$ cat config.mk
export PLATFORM = sky130hd
export DESIGN_NAME = char_lcd_nibble_writer
export DESIGN_NICKNAME = d
export VERILOG_FILES = /design/src/clnw_pkg.sv /design/src/clnw_queue.sv /design/src/clnw_front.sv /design/src/clnw_back.sv /design/src/char_lcd_nibble_writer.sv
export SDC_FILE = /design/constraint.sdc
export NUM_CORES = 1
export LEC_CHECK = 0
export BUFFER_PORTS_ARGS = -buffer_cell sky130_fd_sc_hd__buf_2
export CELL_PAD_IN_SITES_DETAIL_PLACEMENT = 1
export CELL_PAD_IN_SITES_GLOBAL_PLACEMENT = 1
export CORE_UTILIZATION = 50
export DETAILED_ROUTE_END_ITERATION = 10
export GPL_TIMING_DRIVEN = 0
export PLACE_DENSITY = 0.88
export SLEW_MARGIN = 20
export SYNTH_ARGS = -nofsm -noshare
export SYNTH_HDL_FRONTEND = slang
export SYNTH_SLANG_ARGS = --single-unit
$ cat constraint.sdc
create_clock -name clk_i -period 7.9 [get_ports clk_i]
set_clock_uncertainty 0.15 [all_clocks]
set_input_delay 0.79 -clock clk_i [delete_from_list [all_inputs] [get_ports clk_i]]
set_output_delay 0.79 -clock clk_i [all_outputs]
set_load 0.01 [all_outputs]
$ cat src/clnw_pkg.sv
// ----------------------------------------------------------------------------
// clnw_pkg
// Shared types and constants for the character LCD nibble writer.
// ----------------------------------------------------------------------------
package clnw_pkg;

  localparam logic [7:0] PulseTicksReset = 8'd10;
  localparam int unsigned QueueDepthDefault = 2;

  typedef enum logic {
    ActTick  = 1'b0,
    ActWrite = 1'b1
  } action_e;

  typedef enum logic [8:0] {
    PhIdle    = 9'b000000001,
    PhHiEn    = 9'b000000010,
    PhHiGap   = 9'b000000100,
    PhLoEn    = 9'b000001000,
    PhLoGap   = 9'b000010000,
    PhPollEn1 = 9'b000100000,
    PhPollGp1 = 9'b001000000,
    PhPollEn2 = 9'b010000000,
    PhPollGp2 = 9'b100000000
  } phase_e;

  // Classified request handed from the front end to the sequencer.
  typedef struct packed {
    action_e    action;
    logic [7:0] byte_value;
    logic       is_data;
    logic       busy_line;
  } req_t;

  // Pin levels and status reported after one item.
  typedef struct packed {
    logic       rs_pin;
    logic       rw_pin;
    logic       en_pin;
    logic [3:0] bus_nibble;
    logic       bus_drive;
    logic       idle;
    logic       accepted;
  } res_t;

endpackage

$ cat src/clnw_queue.sv
// ----------------------------------------------------------------------------
// clnw_queue
// Small register-based first-in first-out queue with push/full, pop/empty.
// ----------------------------------------------------------------------------
module clnw_queue #(
  parameter int unsigned Depth = 2,
  parameter type item_t = logic
) (
  input  logic  clk_i,
  input  logic  rst_ni,
  input  logic  push_i,
  input  item_t item_i,
  output logic  full_o,
  input  logic  pop_i,
  output item_t item_o,
  output logic  empty_o
);

  localparam int unsigned PtrW = (Depth > 1) ? $clog2(Depth) : 1;
  localparam int unsigned CntW = $clog2(Depth + 1);
  localparam logic [PtrW-1:0] LastIdx = PtrW'(Depth - 1);
  localparam logic [CntW-1:0] FullCnt = CntW'(Depth);

  item_t           mem_q [Depth];
  logic [PtrW-1:0] wr_ptr_q, wr_ptr_d;
  logic [PtrW-1:0] rd_ptr_q, rd_ptr_d;
  logic [CntW-1:0] count_q, count_d;
  logic            do_push, do_pop;

  assign full_o  = (count_q == FullCnt);
  assign empty_o = (count_q == '0);
  assign do_push = push_i && !full_o;
  assign do_pop  = pop_i && !empty_o;
  assign item_o  = mem_q[rd_ptr_q];

  always_comb begin
    wr_ptr_d = wr_ptr_q;
    rd_ptr_d = rd_ptr_q;
    count_d  = count_q;
    if (do_push) begin
      wr_ptr_d = (wr_ptr_q == LastIdx) ? '0 : wr_ptr_q + 1'b1;
    end
    if (do_pop) begin
      rd_ptr_d = (rd_ptr_q == LastIdx) ? '0 : rd_ptr_q + 1'b1;
    end
    if (do_push && !do_pop) begin
      count_d = count_q + 1'b1;
    end else if (do_pop && !do_push) begin
      count_d = count_q - 1'b1;
    end
  end

  always_ff @(posedge clk_i or negedge rst_ni) begin
    if (!rst_ni) begin
      wr_ptr_q <= '0;
      rd_ptr_q <= '0;
      count_q  <= '0;
    end else begin
      wr_ptr_q <= wr_ptr_d;
      rd_ptr_q <= rd_ptr_d;
      count_q  <= count_d;
    end
  end

  always_ff @(posedge clk_i) begin
    if (do_push) begin
      mem_q[wr_ptr_q] <= item_i;
    end
  end

endmodule

$ cat src/clnw_front.sv
// ----------------------------------------------------------------------------
// clnw_front
// Input register stage: takes items from the port and classifies them.
// ----------------------------------------------------------------------------
module clnw_front
  import clnw_pkg::*;
(
  input  logic       clk_i,
  input  logic       rst_ni,
  input  logic       push_i,
  output logic       full_o,
  input  logic       action_i,
  input  logic [7:0] byte_value_i,
  input  logic       is_data_i,
  input  logic       busy_line_i,
  output logic       req_valid_o,
  output req_t       req_o,
  input  logic       req_full_i
);

  logic valid_q, valid_d;
  req_t req_q;
  logic take;

  // The stage holds one item; it refills in the cycle it hands one on.
  assign full_o = valid_q && req_full_i;
  assign take   = push_i && !full_o;

  always_comb begin
    valid_d = valid_q;
    if (take) begin
      valid_d = 1'b1;
    end else if (!req_full_i) begin
      valid_d = 1'b0;
    end
  end

  always_ff @(posedge clk_i or negedge rst_ni) begin
    if (!rst_ni) begin
      valid_q <= 1'b0;
    end else begin
      valid_q <= valid_d;
    end
  end

  always_ff @(posedge clk_i) begin
    if (take) begin
      req_q.action     <= action_i ? ActWrite : ActTick;
      req_q.byte_value <= byte_value_i;
      req_q.is_data    <= is_data_i;
      req_q.busy_line  <= busy_line_i;
    end
  end

  assign req_valid_o = valid_q;
  assign req_o       = req_q;

endmodule

$ cat src/clnw_back.sv
// ----------------------------------------------------------------------------
// clnw_back
// Pin sequencer: LCD write, busy poll; one item per cycle unless stalled.
// ----------------------------------------------------------------------------
module clnw_back
  import clnw_pkg::*;
(
  input  logic       clk_i,
  input  logic       rst_ni,
  input  logic       cfg_valid_i,
  output logic       cfg_ready_o,
  input  logic [7:0] cfg_data_i,
  input  logic       req_empty_i,
  input  req_t       req_i,
  output logic       req_pop_o,
  input  logic       res_full_i,
  output logic       res_push_o,
  output res_t       res_o
);

  logic [7:0] pulse_ticks_q;
  phase_e     phase_q, phase_d;
  logic [7:0] count_q, count_d;
  logic [7:0] held_byte_q, held_byte_d;
  logic       held_sel_q, held_sel_d;
  logic       busy_seen_q, busy_seen_d;
  logic       step;
  logic       is_idle;
  logic [7:0] count_inc;
  logic       pulse_end;
  logic       acc;

  assign cfg_ready_o = 1'b1;
  assign step        = !req_empty_i && !res_full_i;
  assign req_pop_o   = step;
  assign res_push_o  = step;

  assign count_inc = count_q + 8'd1;
  // A pulse length of zero ends the pulse on its first tick, same as one.
  assign pulse_end = (count_inc >= pulse_ticks_q);

  always_comb begin
    unique case (phase_q)
      PhHiEn, PhHiGap, PhLoEn, PhLoGap,
      PhPollEn1, PhPollGp1, PhPollEn2, PhPollGp2: is_idle = 1'b0;
      default:                                     is_idle = 1'b1;
    endcase
  end

  always_comb begin
    phase_d     = phase_q;
    count_d     = count_q;
    held_byte_d = held_byte_q;
    held_sel_d  = held_sel_q;
    busy_seen_d = busy_seen_q;
    acc         = 1'b0;
    if (req_i.action == ActWrite) begin
      if (is_idle) begin
        held_byte_d = req_i.byte_value;
        held_sel_d  = req_i.is_data;
        busy_seen_d = 1'b0;
        phase_d     = PhHiEn;
        count_d     = '0;
        acc         = 1'b1;
      end
    end else begin
      unique case (phase_q)
        PhHiEn: begin
          count_d = count_inc;
          if (pulse_end) begin
            phase_d = PhHiGap;
            count_d = '0;
          end
        end
        PhHiGap: begin
          phase_d = PhLoEn;
          count_d = '0;
        end
        PhLoEn: begin
          count_d = count_inc;
          if (pulse_end) begin
            phase_d = PhLoGap;
            count_d = '0;
          end
        end
        PhLoGap: begin
          phase_d = PhPollEn1;
          count_d = '0;
        end
        PhPollEn1: begin
          count_d = count_inc;
          if (pulse_end) begin
            busy_seen_d = req_i.busy_line;
            phase_d     = PhPollGp1;
            count_d     = '0;
          end
        end
        PhPollGp1: begin
          phase_d = PhPollEn2;
          count_d = '0;
        end
        PhPollEn2: begin
          count_d = count_inc;
          if (pulse_end) begin
            phase_d = PhPollGp2;
            count_d = '0;
          end
        end
        PhPollGp2: begin
          phase_d = busy_seen_q ? PhPollEn1 : PhIdle;
          count_d = '0;
        end
        default: begin
          phase_d = PhIdle;
          count_d = '0;
        end
      endcase
    end
  end

  // Pin levels follow the phase after this step.
  always_comb begin
    res_o            = '0;
    res_o.bus_drive  = 1'b1;
    res_o.accepted   = acc;
    unique case (phase_d)
      PhHiEn, PhHiGap: begin
        res_o.rs_pin     = held_sel_d;
        res_o.bus_nibble = held_byte_d[7:4];
        res_o.en_pin     = (phase_d == PhHiEn);
      end
      PhLoEn, PhLoGap: begin
        res_o.rs_pin     = held_sel_d;
        res_o.bus_nibble = held_byte_d[3:0];
        res_o.en_pin     = (phase_d == PhLoEn);
      end
      PhPollEn1, PhPollGp1, PhPollEn2, PhPollGp2: begin
        res_o.rw_pin    = 1'b1;
        res_o.bus_drive = 1'b0;
        res_o.en_pin    = (phase_d == PhPollEn1) || (phase_d == PhPollEn2);
      end
      default: begin
        res_o.idle = 1'b1;
      end
    endcase
  end

  always_ff @(posedge clk_i or negedge rst_ni) begin
    if (!rst_ni) begin
      pulse_ticks_q <= PulseTicksReset;
      phase_q       <= PhIdle;
      count_q       <= '0;
      held_sel_q    <= 1'b0;
      busy_seen_q   <= 1'b0;
    end else begin
      if (cfg_valid_i) begin
        pulse_ticks_q <= cfg_data_i;
      end
      if (step) begin
        phase_q     <= phase_d;
        count_q     <= count_d;
        held_sel_q  <= held_sel_d;
        busy_seen_q <= busy_seen_d;
      end
    end
  end

  always_ff @(posedge clk_i) begin
    if (step) begin
      held_byte_q <= held_byte_d;
    end
  end

endmodule

$ cat src/char_lcd_nibble_writer.sv
// A result is registered in the input stage, the request queue and the result
// queue. Throughput: the sequencer retires one tick or request per cycle while
// the request queue holds an item and the result queue has room.
// Reset (rst_ni low, asynchronous) empties both queues, sets the sequencer
// idle and the enable pulse length to 10 ticks.
// ----------------------------------------------------------------------------
// char_lcd_nibble_writer
// Character LCD writer over a 4-bit bus with busy-flag polling.
// ----------------------------------------------------------------------------
module char_lcd_nibble_writer
  import clnw_pkg::*;
#(
  parameter int unsigned QueueDepth = QueueDepthDefault
) (
  input  logic       clk_i,
  input  logic       rst_ni,
  input  logic       push,
  output logic       full,
  input  logic       action_i,
  input  logic [7:0] byte_value_i,
  input  logic       is_data_i,
  input  logic       busy_line_i,
  output logic       empty,
  input  logic       pop,
  output logic       rs_pin_o,
  output logic       rw_pin_o,
  output logic       en_pin_o,
  output logic [3:0] bus_nibble_o,
  output logic       bus_drive_o,
  output logic       idle_o,
  output logic       accepted_o,
  input  logic       cfg_valid_i,
  output logic       cfg_ready_o,
  input  logic [7:0] cfg_data_i
);

  logic req_valid, req_full, req_empty, req_pop;
  req_t front_req, queued_req;
  logic res_push, res_full;
  res_t back_res, out_res;

  clnw_front u_front (
    .clk_i,
    .rst_ni,
    .push_i       (push),
    .full_o       (full),
    .action_i,
    .byte_value_i,
    .is_data_i,
    .busy_line_i,
    .req_valid_o  (req_valid),
    .req_o        (front_req),
    .req_full_i   (req_full)
  );

  clnw_queue #(
    .Depth  (QueueDepth),
    .item_t (req_t)
  ) u_req_queue (
    .clk_i,
    .rst_ni,
    .push_i  (req_valid),
    .item_i  (front_req),
    .full_o  (req_full),
    .pop_i   (req_pop),
    .item_o  (queued_req),
    .empty_o (req_empty)
  );

  clnw_back u_back (
    .clk_i,
    .rst_ni,
    .cfg_valid_i,
    .cfg_ready_o,
    .cfg_data_i,
    .req_empty_i (req_empty),
    .req_i       (queued_req),
    .req_pop_o   (req_pop),
    .res_full_i  (res_full),
    .res_push_o  (res_push),
    .res_o       (back_res)
  );

  clnw_queue #(
    .Depth  (QueueDepth),
    .item_t (res_t)
  ) u_res_queue (
    .clk_i,
    .rst_ni,
    .push_i  (res_push),
    .item_i  (back_res),
    .full_o  (res_full),
    .pop_i   (pop),
    .item_o  (out_res),
    .empty_o (empty)
  );

  assign rs_pin_o     = out_res.rs_pin;
  assign rw_pin_o     = out_res.rw_pin;
  assign en_pin_o     = out_res.en_pin;
  assign bus_nibble_o = out_res.bus_nibble;
  assign bus_drive_o  = out_res.bus_drive;
  assign idle_o       = out_res.idle;
  assign accepted_o   = out_res.accepted;

endmodule

==> results.cfg, run 1 <==
[setup_path]
reg2reg_slack_ns = 3.86
cp.required_ns = 7.82
cp_max_fo = 6
critPathLaunchType = register
cp_data_arrival_time_ns = 3.96
end_kind = register
critPathKind = register to register

[yosys]
synth_edf_count = 61
synth_common_cells = edfxtp_1 (61), dfrtp_1 (33), nor2_1 (30), nand2_1 (26), o21ai_0 (18)
synthCells = 357
syn_area_sq_mm = 0.004493
synthDistinctLibCells = 58
synth_warnings = 0
netlist_top_cells_area = edfxtp_1 (41%), dfrtp_1 (18%), ha_1 (3.1%), mux2_2 (3.0%), mux2i_1 (2.9%)
yosysMostFrequentCell = edfxtp_1
synth.largest_area_cell = edfxtp_1
synthFlopType = edfxtp_1
seq_area_frac_synth = 0.6090
async_reset_ff_frac = 0.3711
synth.avg_cell_area_sq_um = 12.59
synth_top_area_share = 0.4077
synth_fp_nets = 392
ys_seq_elements = 97

[clock_tree]
ctsHtreeMaxLevel = 3
insertion_delay_ns = 0.37
clk_pin_slew_ns = 0.10
cts_tree = yes
hold_buffers = 0
cts_sinks = 97
cts-root-buf = clkbuf_8
ctsResizeCount = 0
cts_buffer_depth = 2
numCtsBuffers = 9
post_cts.repair.setup_buffers = 0

[global_route]
grt.overflow.total = 0
first_global_vias = 3313
grt_pass1_wl_mm = 16.48
antenna_found_initial = 0
grt_max_degree = 37
grtUsageTotal = 0.2245

[timing]
max_freq_mhz = 247.6
setup_viol = 0
fin_crit_sh = 0.5112
hold_viol = 0
maxSlewViolCount = 0
period_minus_slack_ns = 4.039
worst_pin_slew_ns = 1.043
holdWs_ns = 0.3123
rsz0062_at_grt = false
max_slew_margin = 0.3047
tns_ns = 0
setup_slack_ns = 3.861

[floorplan]
ios = 37
die_y_um = 96.80
core-area_sq_mm = 0.008721
start_util = 0.5152
die_area_sq_mm = 0.009369
rows = 34
die_x_um = 96.80

[routing]
viasPerCell = 5.696
vias = 2939
first_iter_violations = 106
wl_per_cell_um = 19.04
dr.pass1.iters = 4
drc = 0
drtAntennaViolNets = 0
routed_wl_mm = 9.824

[placed_design]
io_buffer_count = 35
hpwlAfterDp_mm = 7.160
placed_cell_area_sq_mm = 0.004803
routabilityCongestion = 0.8990
post-place-ws_ns = 3.898

[layout]
num_antenna_cells = 0
layout.nets = 438
flow.area_growth_from_synthesis_pct = 10.97
drive_above_1_share = 0.2500
final_area_sq_mm = 0.004986

[outcome]
status = finished, final reports clean

[run]
max_cap_violations = 0

[power_and_ir_drop]
finalPower_w = 0.001974
leakage_nw = 2.022
powerDensity_mw_per_mm2 = 395.8
vdd_drop_max_uv = 223.9

[min_path]
min_path_type = register to register
placed cells by master, fill, tap and decap left out, types with 3 or more instances in the layout:
| cell | Yosys | final |
|---|---|---|
| buf_2 | 6 | 41 |
| nor2_1 | 30 | 30 |
| xnor2_1 | 10 | 10 |
| o31ai_1 | 4 | 4 |
| dfrtp_1 | 33 | 33 |
| nor3_1 | 7 | 7 |
| o32ai_1 | 4 | 4 |
| o21ai_0 | 18 | 18 |
| edfxtp_1 | 61 | 61 |
| dfstp_2 | 3 | 3 |
| mux2i_1 | 13 | 13 |
| clkbuf_8 | 0 | 9 |
| a32o_1 | 4 | 4 |
| nand2_2 | 7 | 7 |
| xor2_1 | 8 | 8 |
| and3_1 | 3 | 3 |
| ha_1 | 11 | 11 |
| nand2b_1 | 6 | 6 |
| mux2_2 | 12 | 12 |
| nand2_1 | 26 | 26 |
| clkbuf_1 | 8 | 8 |
| a21oi_1 | 11 | 11 |
| and2_1 | 6 | 6 |
| nand3_1 | 5 | 5 |
| inv_6 | 0 | 3 |
| inv_1 | 12 | 12 |
| o21ai_2 | 7 | 7 |
power by group:
group / switching [W] / internal (W)
clock network: 0.000188 / 0.000120
logic: 0.000519 / 0.000301
registers: 0.0000678 / 0.000778
total: 0.000775 / 0.00120
cell type report:
cell class                      count  area (sq um)
Buffer                             18         110.1
Multi-Input combinational cell    230          1602
Clock buffer                        9         123.9
Sequential cell                    97          2736
Tap cell                          108         135.1
Fill cell                         917          3735
Clock inverter                      7         58.81
Timing Repair Buffer               35         175.2
Inverter                           12         45.04
logic make-up (layout without fill, tap and decap cells):
family                   count (synthesis)  in the layout  share of synthesized area
flip-flops                              97             97                     0.6090
adder cells (fa/ha/maj)                 11             11                    0.03063
other                                    1              1                  0.0008346
XOR/XNOR                                18             18                    0.03509
AO/OA/AOI/OAI                           67             67                     0.1092
buffers and inverters                   30             81                    0.03453
AND/OR/NAND/NOR                        108            108                     0.1217
multiplexers                            25             25                    0.05904
metal layers:
layer / up-vias / GRT usage / routed length (um)
met5: - / 0 / 0
met1: 1458 / 0.2692 / 4025
li1: 1384 / - / -
met3: 25 / 0.03613 / 326
met4: 0 / 0.09644 / 274
met2: 72 / 0.3987 / 5198
worst max-delay path, stage by stage (launching register included):
cell and delay, ns:
dfrtp_1 0.50, and3_1 0.20, nand3_1 0.17, nor2_1 0.18, xor2_1 0.11, ha_1 0.30, and3_1 0.19, or3b_1 0.41
o21a_1 0.29, nand2_1 0.18, a21oi_1 0.11, o31ai_1 0.68, o32ai_1 0.27
per-stage QoR:
stage / util / std cells
CTS: 0.5717 / 516
global route: 0.5717 / 516
floorplan: - / 357
finish: 0.5717 / 516
global placement: 0.5508 / 500
detailed placement: 0.5508 / 500
state kept, by name, indices dropped and copies added, names as in the netlist:
signal	flops
u_back.busy_seen_q	1
u_back.count_q	8
u_back.held_byte_q	8
u_back.held_sel_q	1
u_back.phase_q	9
u_back.pulse_ticks_q	8
u_front.req_o	11
u_front.req_valid_o	1
u_req_queue.count_q	2
u_req_queue.mem_q	22
u_req_queue.rd_ptr_q	1
u_req_queue.wr_ptr_q	1
u_res_queue.count_q	2
u_res_queue.mem_q	20
u_res_queue.rd_ptr_q	1
u_res_queue.wr_ptr_q	1
final timing paths:
kind,end,cells after the start,start
max reg2reg,u_res_queue.mem_q[0][6],12,u_back.count_q[0]
min reg2reg,u_req_queue.mem_q[0][4],0,u_front.req_o[4]
max in group asynchronous,u_back.count_q[1],1,rst_ni
min,u_req_queue.mem_q[0][4],0,u_front.req_o[4]
min in group asynchronous,u_back.pulse_ticks_q[2],1,rst_ni
max,u_res_queue.mem_q[0][6],12,u_back.count_q[0]
No activity file was read; power rests on OpenSTA's default activity.
==> run 2: changes to the inputs <==
--- a/config.mk
+++ b/config.mk
@@ -8,10 +8,10 @@
 export BUFFER_PORTS_ARGS = -buffer_cell sky130_fd_sc_hd__buf_2
 export CELL_PAD_IN_SITES_DETAIL_PLACEMENT = 1
 export CELL_PAD_IN_SITES_GLOBAL_PLACEMENT = 1
-export CORE_UTILIZATION = 50
+export CORE_UTILIZATION = 49
 export DETAILED_ROUTE_END_ITERATION = 10
 export GPL_TIMING_DRIVEN = 0
-export PLACE_DENSITY = 0.88
+export PLACE_DENSITY = 0.87
 export SLEW_MARGIN = 20
 export SYNTH_ARGS = -nofsm -noshare
 export SYNTH_HDL_FRONTEND = slang
==> constraint.sdc (replaced) <==
create_clock -name clk_i -period 4.15 [get_ports clk_i]
set_clock_uncertainty 0.15 [all_clocks]
set_input_delay 0.415 -clock clk_i [delete_from_list [all_inputs] [get_ports clk_i]]
set_output_delay 0.415 -clock clk_i [all_outputs]
set_load 0.01 [all_outputs]
==> results.cfg, run 2 (synthesis gave the netlist of run 1 again) <==
[setup_path]
worst_r2r_path_depth = 12
critPathLaunchType = register
cp_max_fo = 6
reg2reg_from = u_back.count_q[0]
crit_path_frequent_cell = and3_1
crit_chain = and3_1, nand3_1, nor2_1, xor2_1, ha_1, and3_1, or3b_1, o21a_1, nand2_1, a21oi_1, o31ai_2, o32ai_1
slowest_delay_ns = 0.48
cp-startpoint = u_back.count_q[0]
cp_top_family = simple AND/OR/NAND/NOR gates
cp_data_arrival_time_ns = 3.77
path_buf_inv = 0
cp.required_ns = 4.08
reg2reg_slack_ns = 0.31
crit_path_top_delay_cell = o31ai_2
end_kind = register
critPathKind = register to register
rr_endpoint = u_res_queue.mem_q[1][6]

[routing]
drtAntennaViolNets = 0
dr.pass1.iters = 7
vias = 2927
viasPerCell = 5.672
first_iter_violations = 140
drc = 9
routed_wl_mm = 9.454
wl_per_cell_um = 18.32

[timing]
tns_ns = 0
max_slew_margin = 0.3357
fin_crit_sh = 0.9261
holdWs_ns = -0.01593
maxSlewViolCount = 0
period_minus_slack_ns = 3.843
hold_viol = 13
rsz0062_at_grt = false
max_freq_mhz = 260.2
worst_pin_slew_ns = 0.9964
setup_viol = 0

[clock_tree]
cts_buffer_depth = 2
hold_buffers = 0
cts-root-buf = clkbuf_8
insertion_delay_ns = 0.37
post_cts.repair.setup_buffers = 0
cts_tree = yes
cts_sinks = 97
numCtsBuffers = 9
ctsHtreeMaxLevel = 3
clk_pin_slew_ns = 0.10

[power_and_ir_drop]
leakage_nw = 2.036
vdd_drop_max_uv = 403.9
swShare = 0.3839
internal_power_w = 0.002347
powerDensity_mw_per_mm2 = 758.7
pwr-share-clk = 0.173
switchingPower_w = 0.001463
combPwrFrac = 0.404
pwr-share-seq = 0.423

[layout]
layout_commonest_cell = edfxtp_1
largest_register_ffs = 22
flow.area_growth_from_synthesis_pct = 11.78
num_antenna_cells = 0
layout.nets = 438
drive_above_1_share = 0.2549
fin_cells = 516
mostFrequentLayoutCells = edfxtp_1 (61), buf_2 (41), dfrtp_1 (33), nor2_1 (30), nand2_1 (26)
final_area_sq_mm = 0.005022
top_register = u_req_queue.mem_q

[placed_design]
io_buffer_count = 35
placed_cells_incl_taps = 500
hpwlAfterDp_mm = 6.735
placed_cell_area_sq_mm = 0.004803
routabilityCongestion = 0.8544

[global_route]
antenna_found_initial = 0
grtUsageTotal = 0.2178
grt_pass1_wl_mm = 16.06
first_global_vias = 3196
grt.overflow.total = 0
grt_max_degree = 37

[floorplan]
core-area_sq_mm = 0.008806
die_x_um = 97.76
start_util = 0.5102
ios = 37
die_area_sq_mm = 0.009556
die_y_um = 97.76
rows = 34

[run]
max_cap_violations = 0

[outcome]
status = finished, violations left
violations = design-rule violations, negative hold slack

[min_path]
min_path_type = input pin to async pin
-- run 2: changes by cell type in the layout (fill, tap and decap cells not counted) --
cell       change
inv_6          -1
clkinv_1       -1
inv_8          +2
o31ai_2        +1
bufinv_16      +1
o31ai_1        -1
clkinv_4       -1
-- run 2: power groups by stage --
stage | Sequential (W) | Combinational, W | Clock (W)
2_1_floorplan | 0.00158 | 0.00112 | 0
3_3_place_gp | 0.00160 | 0.00144 | 0
3_5_place_dp | 0.00163 | 0.00153 | 0
4_1_cts | 0.00162 | 0.00155 | 0.000677
5_1_grt | 0.00164 | 0.00169 | 0.000714
6_report | 0.00161 | 0.00154 | 0.000661
-- run 2: timing repair --
item	in CTS	in global routing
endpoints found under the setup margin	0	10
resized for setup	0	1
hold endpoints to repair	0	0
-- run 2: worst max path at each step --
| stage | endpoint | slack [ns] | cells past startpoint |
|---|---|---|---|
| 3_5_place_dp | u_res_queue.mem_q[0][6] | 0.11 | 12 |
| 4_1_cts | u_res_queue.mem_q[1][6] | 0.05 | 12 |
| 3_3_place_gp | u_res_queue.mem_q[0][6] | 0.32 | 12 |
| 6_report | u_res_queue.mem_q[1][6] | 0.31 | 12 |
| 2_1_floorplan | u_res_queue.mem_q[0][8] | 0.90 | 12 |
| 5_1_grt | u_res_queue.mem_q[1][6] | 0.09 | 12 |
-- run 2: routing by layer --
layer	GRT usage	wire length [um]
met1	0.2688	4243
met2	0.3863	4806
met3	0.03293	245
met4	0.08508	158
met5	0	0
-- run 2: cell type report --
cell class	instances	area, sq um
Tap cell	108	135.1
Fill cell	911	3784
Buffer	18	110.1
Timing Repair Buffer	35	175.2
Clock inverter	7	90.09
Multi-Input combinational cell	230	1607
Sequential cell	97	2736
Inverter	12	45.04
Clock buffer	9	123.9
-- run 2: metrics by stage --
stage / setup WS [ns] / util / total power, W
after CTS: 0.05474 / 0.5698 / 0.003842
after global placement: 0.3174 / 0.5455 / 0.003037
final: 0.3069 / 0.5703 / 0.003810
after floorplan: 0.9002 / - / 0.002696
after detailed placement: 0.1091 / 0.5455 / 0.003167
after global routing: 0.08903 / 0.5703 / 0.004045
